## config.mk

```make
export PLATFORM = sky130hd
export DESIGN_NAME = start_code_splitter_record_extractor_flat
export DESIGN_NICKNAME = d
export VERILOG_FILES = /design/src/rtl/scsplit_pkg.sv /design/src/rtl/scsplit_if.sv /design/src/rtl/scsplit_front.sv /design/src/rtl/scsplit_queue.sv /design/src/rtl/scsplit_back.sv /design/src/rtl/start_code_splitter_record_extractor.sv /design/src/flat_wrapper.sv
export SDC_FILE = /design/constraint.sdc
export NUM_CORES = 1
export LEC_CHECK = 0
export BUFFER_PORTS_ARGS = -buffer_cell sky130_fd_sc_hd__buf_2
export CAP_MARGIN = 20
export CORE_MARGIN = 4
export CORE_UTILIZATION = 60
export DETAILED_ROUTE_END_ITERATION = 7
export PLACE_DENSITY = 0.82
export SYNTH_ARGS = -nofsm -noshare
export SYNTH_HDL_FRONTEND = slang
export SYNTH_SLANG_ARGS = --single-unit
```

## constraint.sdc

```tcl
create_clock -name clk -period 18.55 [get_ports clk]
set_clock_uncertainty 0.2 [all_clocks]
set_input_delay 1.855 -clock clk [delete_from_list [all_inputs] [get_ports clk]]
set_output_delay 1.855 -clock clk [all_outputs]
set_load 0.05 [all_outputs]
```

## src/rtl/scsplit_pkg.sv

```systemverilog
package scsplit_pkg;

  // Record geometry
  localparam int RECORD_LENGTH = 45;
  localparam int FILL_W        = $clog2(RECORD_LENGTH + 1);

  // Byte positions inside a record
  localparam int TYPE_POS    = 0;
  localparam int COUNTER_POS = 7;
  localparam int VALUE_POS   = 13;
  localparam int TLO_POS     = 29;
  localparam int THI_POS     = 33;

  // Start code detection
  localparam logic [23:0] START_PREFIX = 24'h000001;
  localparam logic [23:0] RECENT_RESET = 24'hADBEEF;
  localparam int          HEADER_TELEMETRY_BIT = 7;

  // Queue between front and back
  localparam int QUEUE_DEPTH = 2;
  localparam int QPTR_W      = $clog2(QUEUE_DEPTH);
  localparam int QCNT_W      = $clog2(QUEUE_DEPTH + 1);

  typedef enum logic [2:0] {
    KIND_VIDEO      = 3'd0,
    KIND_ABSORBED   = 3'd1,
    KIND_COMPLETE   = 3'd2,
    KIND_MISALIGNED = 3'd3,
    KIND_DISCARDED  = 3'd4
  } kind_t;

  // Classified byte handed from front to back
  typedef struct packed {
    kind_t              kind;
    logic [7:0]         data_byte;
    logic               unit_start;
    logic               incomplete_dropped;
    logic [FILL_W-1:0]  pos;
  } item_t;

endpackage

```

## src/rtl/scsplit_if.sv

```systemverilog
interface scsplit_in_if;
  logic       valid;
  logic       ready;
  logic [7:0] stream_byte;

  modport source (output valid, output stream_byte, input ready);
  modport sink   (input valid, input stream_byte, output ready);
endinterface

interface scsplit_out_if;
  logic        valid;
  logic        ready;
  logic [2:0]  kind;
  logic [7:0]  data_byte;
  logic        unit_start;
  logic        incomplete_dropped;
  logic [7:0]  record_type;
  logic [7:0]  record_counter;
  logic [31:0] record_value;
  logic [31:0] record_time_low;
  logic [31:0] record_time_high;

  modport source (output valid, output kind, output data_byte, output unit_start,
                  output incomplete_dropped, output record_type, output record_counter,
                  output record_value, output record_time_low, output record_time_high,
                  input ready);
  modport sink   (input valid, input kind, input data_byte, input unit_start,
                  input incomplete_dropped, input record_type, input record_counter,
                  input record_value, input record_time_low, input record_time_high,
                  output ready);
endinterface

```

## src/rtl/scsplit_front.sv

```systemverilog
module scsplit_front (
  input  logic                clk,
  input  logic                rst_n,
  input  logic                accept,
  input  logic [7:0]          stream_byte,
  output scsplit_pkg::item_t  item
);

  logic [23:0]                    recent_r, recent_nxt;
  logic                           mode_r, mode_nxt;
  logic [scsplit_pkg::FILL_W-1:0] fill_r, fill_nxt;
  logic                           err_r, err_nxt;

  logic                           start;
  logic                           mode_eff;
  logic                           err_eff;
  logic [scsplit_pkg::FILL_W-1:0] fill_eff;
  logic [scsplit_pkg::FILL_W-1:0] pos;
  logic [scsplit_pkg::FILL_W-1:0] fill_inc;

  // Classify the incoming byte against the current unit state
  always_comb begin
    start      = (recent_r == scsplit_pkg::START_PREFIX);
    recent_nxt = {recent_r[15:0], stream_byte};
    mode_eff   = start ? stream_byte[scsplit_pkg::HEADER_TELEMETRY_BIT] : mode_r;
    err_eff    = start ? 1'b0 : err_r;
    fill_eff   = start ? '0 : fill_r;
    pos        = (fill_eff >= scsplit_pkg::FILL_W'(scsplit_pkg::RECORD_LENGTH)) ?
                 '0 : fill_eff;
    fill_inc   = pos + 1'b1;

    mode_nxt = mode_eff;
    err_nxt  = err_eff;
    fill_nxt = fill_eff;

    item.data_byte          = stream_byte;
    item.unit_start         = start;
    item.incomplete_dropped = start && mode_r && (fill_r != '0);
    item.pos                = pos;
    item.kind               = scsplit_pkg::KIND_VIDEO;

    if (!mode_eff) begin
      item.kind = scsplit_pkg::KIND_VIDEO;
    end else if (err_eff) begin
      item.kind = scsplit_pkg::KIND_DISCARDED;
    end else if (fill_inc == scsplit_pkg::FILL_W'(scsplit_pkg::RECORD_LENGTH)) begin
      // last record byte: the record tail is the last three stream bytes
      fill_nxt = '0;
      if (recent_nxt == scsplit_pkg::START_PREFIX) begin
        item.kind = scsplit_pkg::KIND_COMPLETE;
      end else begin
        item.kind = scsplit_pkg::KIND_MISALIGNED;
        err_nxt   = 1'b1;
      end
    end else begin
      fill_nxt  = fill_inc;
      item.kind = scsplit_pkg::KIND_ABSORBED;
    end
  end

  // Unit state advances on each input transfer
  always_ff @(posedge clk) begin
    if (!rst_n) begin
      recent_r <= scsplit_pkg::RECENT_RESET;
      mode_r   <= 1'b0;
      fill_r   <= '0;
      err_r    <= 1'b0;
    end else if (accept) begin
      recent_r <= recent_nxt;
      mode_r   <= mode_nxt;
      fill_r   <= fill_nxt;
      err_r    <= err_nxt;
    end
  end

endmodule

```

## src/rtl/scsplit_queue.sv

```systemverilog
module scsplit_queue (
  input  logic                clk,
  input  logic                rst_n,
  input  logic                push,
  input  scsplit_pkg::item_t  push_item,
  input  logic                pop,
  output scsplit_pkg::item_t  head_item,
  output logic                not_empty,
  output logic                not_full
);

  scsplit_pkg::item_t                  slot_r [scsplit_pkg::QUEUE_DEPTH];
  logic [scsplit_pkg::QPTR_W-1:0]      wptr_r, wptr_nxt;
  logic [scsplit_pkg::QPTR_W-1:0]      rptr_r, rptr_nxt;
  logic [scsplit_pkg::QCNT_W-1:0]      count_r, count_nxt;

  assign not_empty = (count_r != '0);
  assign not_full  = (count_r != scsplit_pkg::QCNT_W'(scsplit_pkg::QUEUE_DEPTH));
  assign head_item = slot_r[rptr_r];

  // Pointer and occupancy update
  always_comb begin
    wptr_nxt  = wptr_r;
    rptr_nxt  = rptr_r;
    count_nxt = count_r;
    if (push) begin
      wptr_nxt = (wptr_r == scsplit_pkg::QPTR_W'(scsplit_pkg::QUEUE_DEPTH - 1)) ?
                 '0 : wptr_r + 1'b1;
    end
    if (pop) begin
      rptr_nxt = (rptr_r == scsplit_pkg::QPTR_W'(scsplit_pkg::QUEUE_DEPTH - 1)) ?
                 '0 : rptr_r + 1'b1;
    end
    if (push && !pop) begin
      count_nxt = count_r + 1'b1;
    end else if (pop && !push) begin
      count_nxt = count_r - 1'b1;
    end
  end

  always_ff @(posedge clk) begin
    if (!rst_n) begin
      wptr_r  <= '0;
      rptr_r  <= '0;
      count_r <= '0;
    end else begin
      wptr_r  <= wptr_nxt;
      rptr_r  <= rptr_nxt;
      count_r <= count_nxt;
    end
  end

  // Payload slots, no reset
  always_ff @(posedge clk) begin
    if (push) begin
      slot_r[wptr_r] <= push_item;
    end
  end

endmodule

```

## src/rtl/scsplit_back.sv

```systemverilog
module scsplit_back (
  input  logic                clk,
  input  logic                rst_n,
  input  logic                item_valid,
  input  scsplit_pkg::item_t  item,
  output logic                item_pop,
  scsplit_out_if.source       out_chan
);

  logic        out_valid_r;
  logic [2:0]  kind_r;
  logic [7:0]  data_r;
  logic        start_r;
  logic        dropped_r;
  logic [7:0]  otype_r, ocount_r;
  logic [31:0] oval_r, otlo_r, othi_r;

  // Record fields gathered as the bytes stream by
  logic [7:0]  type_r, count_r;
  logic [31:0] val_r, tlo_r, thi_r;

  logic        absorb;
  logic        complete;
  logic [1:0]  val_off, tlo_off, thi_off;

  assign item_pop = item_valid && (!out_valid_r || out_chan.ready);
  assign absorb   = (item.kind == scsplit_pkg::KIND_ABSORBED);
  assign complete = (item.kind == scsplit_pkg::KIND_COMPLETE);
  assign val_off  = 2'(item.pos - scsplit_pkg::FILL_W'(scsplit_pkg::VALUE_POS));
  assign tlo_off  = 2'(item.pos - scsplit_pkg::FILL_W'(scsplit_pkg::TLO_POS));
  assign thi_off  = 2'(item.pos - scsplit_pkg::FILL_W'(scsplit_pkg::THI_POS));

  // Capture the record bytes that feed result fields
  always_ff @(posedge clk) begin
    if (item_pop && absorb) begin
      if (item.pos == scsplit_pkg::FILL_W'(scsplit_pkg::TYPE_POS)) begin
        type_r <= item.data_byte;
      end
      if (item.pos == scsplit_pkg::FILL_W'(scsplit_pkg::COUNTER_POS)) begin
        count_r <= item.data_byte;
      end
      if (item.pos >= scsplit_pkg::FILL_W'(scsplit_pkg::VALUE_POS) &&
          item.pos <  scsplit_pkg::FILL_W'(scsplit_pkg::VALUE_POS + 4)) begin
        val_r[8*val_off +: 8] <= item.data_byte;
      end
      if (item.pos >= scsplit_pkg::FILL_W'(scsplit_pkg::TLO_POS) &&
          item.pos <  scsplit_pkg::FILL_W'(scsplit_pkg::TLO_POS + 4)) begin
        tlo_r[8*tlo_off +: 8] <= item.data_byte;
      end
      if (item.pos >= scsplit_pkg::FILL_W'(scsplit_pkg::THI_POS) &&
          item.pos <  scsplit_pkg::FILL_W'(scsplit_pkg::THI_POS + 4)) begin
        thi_r[8*thi_off +: 8] <= item.data_byte;
      end
    end
  end

  // Output register valid flag
  always_ff @(posedge clk) begin
    if (!rst_n) begin
      out_valid_r <= 1'b0;
    end else if (item_pop) begin
      out_valid_r <= 1'b1;
    end else if (out_chan.ready) begin
      out_valid_r <= 1'b0;
    end
  end

  // Output payload; record fields only on a complete record
  always_ff @(posedge clk) begin
    if (item_pop) begin
      kind_r    <= item.kind;
      data_r    <= item.data_byte;
      start_r   <= item.unit_start;
      dropped_r <= item.incomplete_dropped;
      otype_r   <= complete ? type_r  : '0;
      ocount_r  <= complete ? count_r : '0;
      oval_r    <= complete ? val_r   : '0;
      otlo_r    <= complete ? tlo_r   : '0;
      othi_r    <= complete ? thi_r   : '0;
    end
  end

  assign out_chan.valid              = out_valid_r;
  assign out_chan.kind               = kind_r;
  assign out_chan.data_byte          = data_r;
  assign out_chan.unit_start         = start_r;
  assign out_chan.incomplete_dropped = dropped_r;
  assign out_chan.record_type        = otype_r;
  assign out_chan.record_counter     = ocount_r;
  assign out_chan.record_value       = oval_r;
  assign out_chan.record_time_low    = otlo_r;
  assign out_chan.record_time_high   = othi_r;

endmodule

```

## src/rtl/start_code_splitter_record_extractor.sv

```systemverilog
// Path: a byte transferred in is written into the queue and then moved into the output
// register, from which it is transferred out.
// Throughput: one byte per cycle sustained; while a result waits, the two-entry queue
// takes two more bytes and then the input stalls.
// Reset (rst_n, synchronous, active low): history bytes AD BE EF, video mode, no
// partial record, no error held, queue and output empty.
module start_code_splitter_record_extractor (
  input  logic          clk,
  input  logic          rst_n,
  scsplit_in_if.sink    in_chan,
  scsplit_out_if.source out_chan
);

  scsplit_pkg::item_t front_item;
  scsplit_pkg::item_t head_item;
  logic               in_accept;
  logic               q_not_empty;
  logic               q_not_full;
  logic               q_pop;

  assign in_chan.ready = q_not_full;
  assign in_accept     = in_chan.valid && q_not_full;

  // Classify bytes and track unit state
  scsplit_front u_front (
    .clk         (clk),
    .rst_n       (rst_n),
    .accept      (in_accept),
    .stream_byte (in_chan.stream_byte),
    .item        (front_item)
  );

  // Decoupling queue
  scsplit_queue u_queue (
    .clk       (clk),
    .rst_n     (rst_n),
    .push      (in_accept),
    .push_item (front_item),
    .pop       (q_pop),
    .head_item (head_item),
    .not_empty (q_not_empty),
    .not_full  (q_not_full)
  );

  // Gather record fields and drive results
  scsplit_back u_back (
    .clk        (clk),
    .rst_n      (rst_n),
    .item_valid (q_not_empty),
    .item       (head_item),
    .item_pop   (q_pop),
    .out_chan   (out_chan)
  );

endmodule

```

## src/flat_wrapper.sv

```systemverilog
// flat-port wrapper written by rule: the top's interface ports become plain ports
module start_code_splitter_record_extractor_flat 
  (clk, rst_n, in_chan_valid, in_chan_stream_byte, in_chan_ready, out_chan_valid, out_chan_kind, out_chan_data_byte, out_chan_unit_start, out_chan_incomplete_dropped, out_chan_record_type, out_chan_record_counter, out_chan_record_value, out_chan_record_time_low, out_chan_record_time_high, out_chan_ready);
  scsplit_in_if in_chan_i ();
  scsplit_out_if out_chan_i ();
  input  logic clk;
  input  logic rst_n;
  input wire logic [$bits(in_chan_i.valid)-1:0] in_chan_valid;
  input wire logic [$bits(in_chan_i.stream_byte)-1:0] in_chan_stream_byte;
  output wire logic [$bits(in_chan_i.ready)-1:0] in_chan_ready;
  output wire logic [$bits(out_chan_i.valid)-1:0] out_chan_valid;
  output wire logic [$bits(out_chan_i.kind)-1:0] out_chan_kind;
  output wire logic [$bits(out_chan_i.data_byte)-1:0] out_chan_data_byte;
  output wire logic [$bits(out_chan_i.unit_start)-1:0] out_chan_unit_start;
  output wire logic [$bits(out_chan_i.incomplete_dropped)-1:0] out_chan_incomplete_dropped;
  output wire logic [$bits(out_chan_i.record_type)-1:0] out_chan_record_type;
  output wire logic [$bits(out_chan_i.record_counter)-1:0] out_chan_record_counter;
  output wire logic [$bits(out_chan_i.record_value)-1:0] out_chan_record_value;
  output wire logic [$bits(out_chan_i.record_time_low)-1:0] out_chan_record_time_low;
  output wire logic [$bits(out_chan_i.record_time_high)-1:0] out_chan_record_time_high;
  input wire logic [$bits(out_chan_i.ready)-1:0] out_chan_ready;
  assign in_chan_i.valid = in_chan_valid;
  assign in_chan_i.stream_byte = in_chan_stream_byte;
  assign in_chan_ready = in_chan_i.ready;
  assign out_chan_valid = out_chan_i.valid;
  assign out_chan_kind = out_chan_i.kind;
  assign out_chan_data_byte = out_chan_i.data_byte;
  assign out_chan_unit_start = out_chan_i.unit_start;
  assign out_chan_incomplete_dropped = out_chan_i.incomplete_dropped;
  assign out_chan_record_type = out_chan_i.record_type;
  assign out_chan_record_counter = out_chan_i.record_counter;
  assign out_chan_record_value = out_chan_i.record_value;
  assign out_chan_record_time_low = out_chan_i.record_time_low;
  assign out_chan_record_time_high = out_chan_i.record_time_high;
  assign out_chan_i.ready = out_chan_ready;
  start_code_splitter_record_extractor u_core (.clk(clk), .rst_n(rst_n), .in_chan(in_chan_i), .out_chan(out_chan_i));
endmodule
```

# Word level (Yosys, flattened, before mapping)
# Memory sizes are Yosys's and may differ from the RTL's. A register that Yosys moved wholly into a read port is not among the register bits.
# Index checks and enable logic that the tools add are counted.
# Widths: inputs -> output; s select.
[word_totals]
mem_bits_ro = 0
elab_cells = 106
output_inout_bits = 127
ram_bits = 38
latch_bits = 0
input_bits = 12
memories = 1
ff_bits = 274
[memory_table]
columns = ["name", "words", "word_bits", "rd", "rd_ports_with_merged_regs", "wr", "line_no", "source"]
rows = [
  ["u_core.u_queue.slot_r", 2, 19, 1, 1, 1, "scsplit_queue.sv:12", "scsplit_pkg::item_t slot_r [scsplit_pkg::QUEUE_DEPTH];"],
]
[op_classes]
bitwise_logic = 0
reduce_logical = 24
n_lt_le_gt_ge = 7
div_mod_pow = 0
n_mul = 0
muxes = 28
n_eq_ne = 7
addsub = 11
n_shift = 6
[op_table]
columns = ["cell", "count"]
rows = [
  ["$neg 5->34", 3],
  ["$shift 8x34->32 const A", 3],
  ["$shiftx 8x34->32", 3],
  ["$bwmux 32", 3],
  ["$eq 24x1->1 const B", 2],
  ["$mux 6", 5],
  ["$mux 1", 15],
  ["$ge 6x6->1 const B", 2],
  ["$lt 6x6->1 const B", 2],
  ["$logic_and 1x1->1", 10],
  ["$reduce_and 2->1", 5],
  ["$mux 3", 3],
  ["$sub 2x1->2 const B", 4],
  ["$add 6x1->6 const B", 1],
  ["$eq 6x3->1 const B", 1],
  ["$eq 6x6->1 const B", 1],
  ["$ge 6x4->1 const B", 1],
  ["$ge 6x5->1 const B", 1],
  ["$logic_not 6->1", 1],
  ["$lt 6x5->1 const B", 1],
  ["$reduce_bool 2->1", 3],
  ["$reduce_bool 6->1", 1],
  ["$mux 2", 2],
  ["$eq 3x1->1 const B", 1],
  ["6 further kinds", 9],
]

# Logic depth before layout (Yosys ltp)
[depth]
depth_word = 9
depth_mapped = 12
depth_no_buf = 12

# Modules after synthesis
# A second synthesis with hierarchy kept.
[unflattened]
hier_cells = 715
hier_area_um2 = 11845.1
[modules_own_cells]
columns = ["module", "seq_area_each_um2", "instances", "cells_each", "area_each_um2"]
rows = [
  ["scsplit_back", 7136.8, 1, 444, 8479.4],
  ["scsplit_front", 640.6, 1, 189, 1769.2],
  ["scsplit_queue", 1241.2, 1, 81, 1590.3],
  ["start_code_splitter_record_extractor", 0.0, 1, 1, 6.3],
]

# Least setup slack after synthesis
# OpenSTA, ideal clock, no wires.
[synth_path]
kind = "input-to-reg"
from = "in out_chan_ready"
to = "reg u_core.u_back.type_r[0], enable pin"
required_time_ns = 17.965
n_path_buf = 0
stages = 5
setup_ns = 0.385
arrival_ns = 9.027
path_slack_ns = 8.938
path_cell_list = "nor2b_1 nor2_1 nand4b_1 or3b_1 nor3b_1"
[synth_between]
elab_chain_len = 4
[synth_rtl]
columns = ["item", "line_no", "source"]
rows = [
  ["start, declared", "flat_wrapper.sv:21", "input wire logic [$bits(out_chan_i.ready)-1:0] out_chan_ready;"],
  ["$logic_or 1x1->1", "scsplit_back.sv:26", "assign item_pop = item_valid && (!out_valid_r || out_chan.ready);"],
  ["$logic_and 1x1->1", "scsplit_back.sv:26", ""],
  ["net u_core.q_pop", "start_code_splitter_record_extractor.sv:19", "logic q_pop;"],
  ["$logic_and 1x1->1", "scsplit_back.sv:35", "if (item_pop && absorb) begin"],
  ["$reduce_and 2->1 (no source line)", "-", ""],
  ["end signal, assigned", "scsplit_back.sv:37", "type_r <= item.data_byte;"],
  ["end, declared", "scsplit_back.sv:19", "logic [7:0] type_r, count_r;"],
]
# The timed path passes the listed nets, and every way through them passes these cells.
# A chain may end at the register's enable or synchronous reset.

# Final worst setup path
[layout_path]
from = "in in_chan_valid"
to = "reg u_core.u_queue.count_r[1] (netlist name)"
[layout_between]
elab_chain_len = 4
word_cells_on_any_way = 6
classes_between = "1 x mux; 5 x reduce/logical"
[layout_rtl]
columns = ["item", "line_no", "source"]
rows = [
  ["start, declared", "flat_wrapper.sv:8", "input wire logic [$bits(in_chan_i.valid)-1:0] in_chan_valid;"],
  ["$logic_and 1x1->1 (*)", "start_code_splitter_record_extractor.sv:22", "assign in_accept = in_chan.valid && q_not_full;"],
  ["$logic_not 1->1", "scsplit_queue.sv:36", "end else if (pop && !push) begin"],
  ["$logic_and 1x1->1", "scsplit_queue.sv:36", ""],
  ["$reduce_bool 2->1 (no source line)", "-", ""],
  ["end signal, assigned", "scsplit_queue.sv:49", "count_r <= count_nxt;"],
  ["end, declared", "scsplit_queue.sv:15", "logic [scsplit_pkg::QCNT_W-1:0] count_r, count_nxt;"],
]
# Mark *: on every way between the ends. The rest lies on a longest branch, timed or not.

==> impl_metrics.ini <==
[finish]
syn2layout_area_growth_pct = 16.23
fin_util_pct = 70.98
fin_cells = 1141
drive_above_1_share_pct = 23.15
layout.nets = 898
fill_cells = 1172
diodes = 0

[placement]
io_buffers = 138
gp_congestion = 0.8254
dp.cells = 1083
place_hpwl_um = 13840

[clock_tree]
cts-buffers-inserted = 30
cts.sinks = 313
clk_path_buf_depth = 3
htreeDepth = 1
path_clk_slew_ns = 0.06
cts_post_setup_buffers_inserted = 0
tritoncts = built
holdBufCountCts = 0
clock_latency_ns = 0.53
cts_root_buf = clkbuf_16
ctsResizeCount = 0

[sta]
worstMarginPinSlew_ns = 0.9468
fin_crit_sh_pct = 23.40
holdWs_ns = 0.2721
setup_tns_ns = 0
hold_viol_final = 0
drv_slew = 0
setup_viol = 0
grt_setup_unrepaired = no
fin_crit_ns = 4.342
fmax_mhz = 230.3
max_slew_margin_pct = 35.08

[global_routing]
antenna_found_initial = 0
use_met3_pct = 3.569
busiest_layer = met2
grt_pass1_wl_um = 33800
track_usage_pct = 19.86
gr-usage-met1_pct = 26.85
grt_max_degree = 113
grt_util_met2_pct = 33.71
overflow = 0
grt_pass1_vias = 6183

[yosys]
synth_commonest_cells = edfxtp_1 (275), and2_1 (116), nand2_1 (62)
avgSynthCellArea_sq_um = 15.59
synth_top_cells_by_area = edfxtp_1 (72%), dfxtp_1 (6.6%), and2_1 (6.3%)
synthArstFlopShare_pct = 0
yosysUniqueCellTypes = 59
synth_top_area_share_pct = 72.05
syn_nets = 750
synth_cells = 735
synthFlopType = edfxtp_1
yosysMostFrequentCell = edfxtp_1
synth_edf_count = 275
synth_largest_area_cell = edfxtp_1
ys_ff_latch = 313
synth_area_sq_mm = 0.01146
synth-seq-area-share_pct = 78.69
synth_warnings = 0

[detailed_routing]
postRouteAntennaNets = 0
dr.pass1.iters = 5
drt_iter0_markers = 446
viasPerCell = 5.394
vias = 6155
drc = 0
wire_per_inst_um = 18.37
wirelength_um = 20960

[worst_setup_path]
critPathLaunchType = input pin
crit_chain = buf_2, nand2_1, clkinv_1, ha_1, or3_1, a21boi_0
endpoint_kind = flip-flop
crit_type = input pin to flip-flop
slowest_stage = clkinv_1
path_buf_inv = 2
required_ns = 18.81
cp_max_fo = 29
crit_family = buffers and inverters
critPathMaxStageDelay_ns = 0.88
cp.arrival_ns = 4.60

[die]
die_w_um = 146.2
row_count = 50
die_h_um = 146.2
initial_core_util_pct = 61.07
fp.dieArea_sq_mm = 0.02138
coreArea_sq_mm = 0.01877
pin_count = 139

[pwr]
vdd_ir_drop_max_v = 0.0001426
p_per_area_mw_per_mm2 = 180.3
p_leak_nw = 5.009
finalPower_mw = 2.402

[flow_run]
cap_violations = 0

[min_path]
hold_class = flip-flop to flip-flop

[run_status]
outcome = finished clean
[worst min-delay path: cells and delay by family (launching register included)]
| kind | cells | cell delay, ns |
|---|---|---|
| flip-flops | 1 | 0.31 |
| AND/OR/NAND/NOR | 2 | 0.11 |
[routing by layer]
| layer | vias to the layer above | routed length [um] |
|---|---|---|
| met5 | - | 0 |
| met4 | 0 | 412 |
| met3 | 35 | 1464 |
| met2 | 240 | 10510 |
| met1 | 2948 | 8568 |
| li1 | 2932 | - |
[final cells by class]
class / instances / area (sq um) / area share [%]
Timing Repair Buffer: 145 / 738.2 / 5.541
Tap cell: 234 / 292.8 / 2.198
Inverter: 16 / 65.06 / 0.4884
Clock buffer: 44 / 884.6 / 6.640
Sequential cell: 313 / 9019 / 67.70
Clock inverter: 12 / 60.06 / 0.4508
Multi-Input combinational cell: 377 / 2262 / 16.98
[through the flow]
| stage | setup WS [ns] | instance area (sq um) |
|---|---|---|
| 6_report | 14.21 | 13320 |
| 5_1_grt | 13.94 | 13320 |
| 4_1_cts | 14.00 | 13310 |
| 3_5_place_dp | 13.45 | 12370 |
| 3_3_place_gp | 13.67 | 12370 |
| 2_1_floorplan | 8.938 | 11460 |
[cells by family after synthesis]
kind of cell / count (synthesis) / synth area share [%]
AO/OA/AOI/OAI: 39 / 2.478
AND/OR/NAND/NOR: 309 / 14.53
adder cells (fa/ha/maj): 3 / 0.3275
buffers and inverters: 45 / 1.692
flip-flops: 313 / 78.69
XOR/XNOR: 6 / 0.4586
multiplexers: 20 / 1.823
[cells in the final DEF, fill, tap and decap left out, types with 4 or more instances in the layout]
cell	synthesis	final
and3_1	5	5
nand3_1	26	26
a21oi_1	5	5
o21ai_0	4	4
mux2_2	7	7
edfxtp_1	275	275
and2_1	116	116
mux2i_1	13	13
dfxtp_1	38	38
buf_2	5	140
nor2_1	58	57
inv_1	14	14
clkinv_1	1	7
buf_4	1	5
nor2b_1	5	5
a21boi_1	4	4
clkbuf_16	0	31
nand2_1	62	62
a21boi_0	8	8
clkbuf_8	0	6
clkbuf_1	15	7
nor3_1	4	4
[report_power, final]
| part | switching [mW] | leakage (nW) | internal [mW] |
|---|---|---|---|
| combinational | 0.655 | 1.62 | 0.141 |
| sequential | 0.0564 | 2.93 | 0.981 |
| clock | 0.239 | 0.455 | 0.328 |
| total | 0.951 | 5.01 | 1.45 |
[worst paths after layout]
check | start | endpoint | slack [ns] | cells after the start
worst min-delay path | u_core.u_front.recent_r[23] | u_core.u_front.recent_r[23] | 0.27 | 2
worst max register to register | u_core.u_queue.count_r[1] | u_core.u_queue.count_r[1] | 14.88 | 6
worst max-delay path | in_chan_valid | u_core.u_queue.count_r[1] | 14.21 | 6
worst min register to register | u_core.u_front.recent_r[23] | u_core.u_front.recent_r[23] | 0.27 | 2
[registers in the layout, indices dropped and copies added (netlist names), 2 cells and up, named ones only]
name / cells
u_core.u_back.out_chan.kind: 3
u_core.u_front.fill_r: 6
u_core.u_back.tlo_r: 32
u_core.u_back.val_r: 32
u_core.u_back.out_chan.record_time_high: 32
u_core.u_queue.slot_r: 38
u_core.u_back.thi_r: 32
u_core.u_back.out_chan.record_value: 32
u_core.u_back.type_r: 8
u_core.u_front.recent_r: 24
u_core.u_queue.count_r: 2
u_core.u_back.count_r: 8
u_core.u_back.out_chan.record_counter: 8
u_core.u_back.out_chan.record_type: 8
u_core.u_back.out_chan.record_time_low: 32
u_core.u_back.out_chan.data_byte: 8
(Power assumes the default switching activity.)
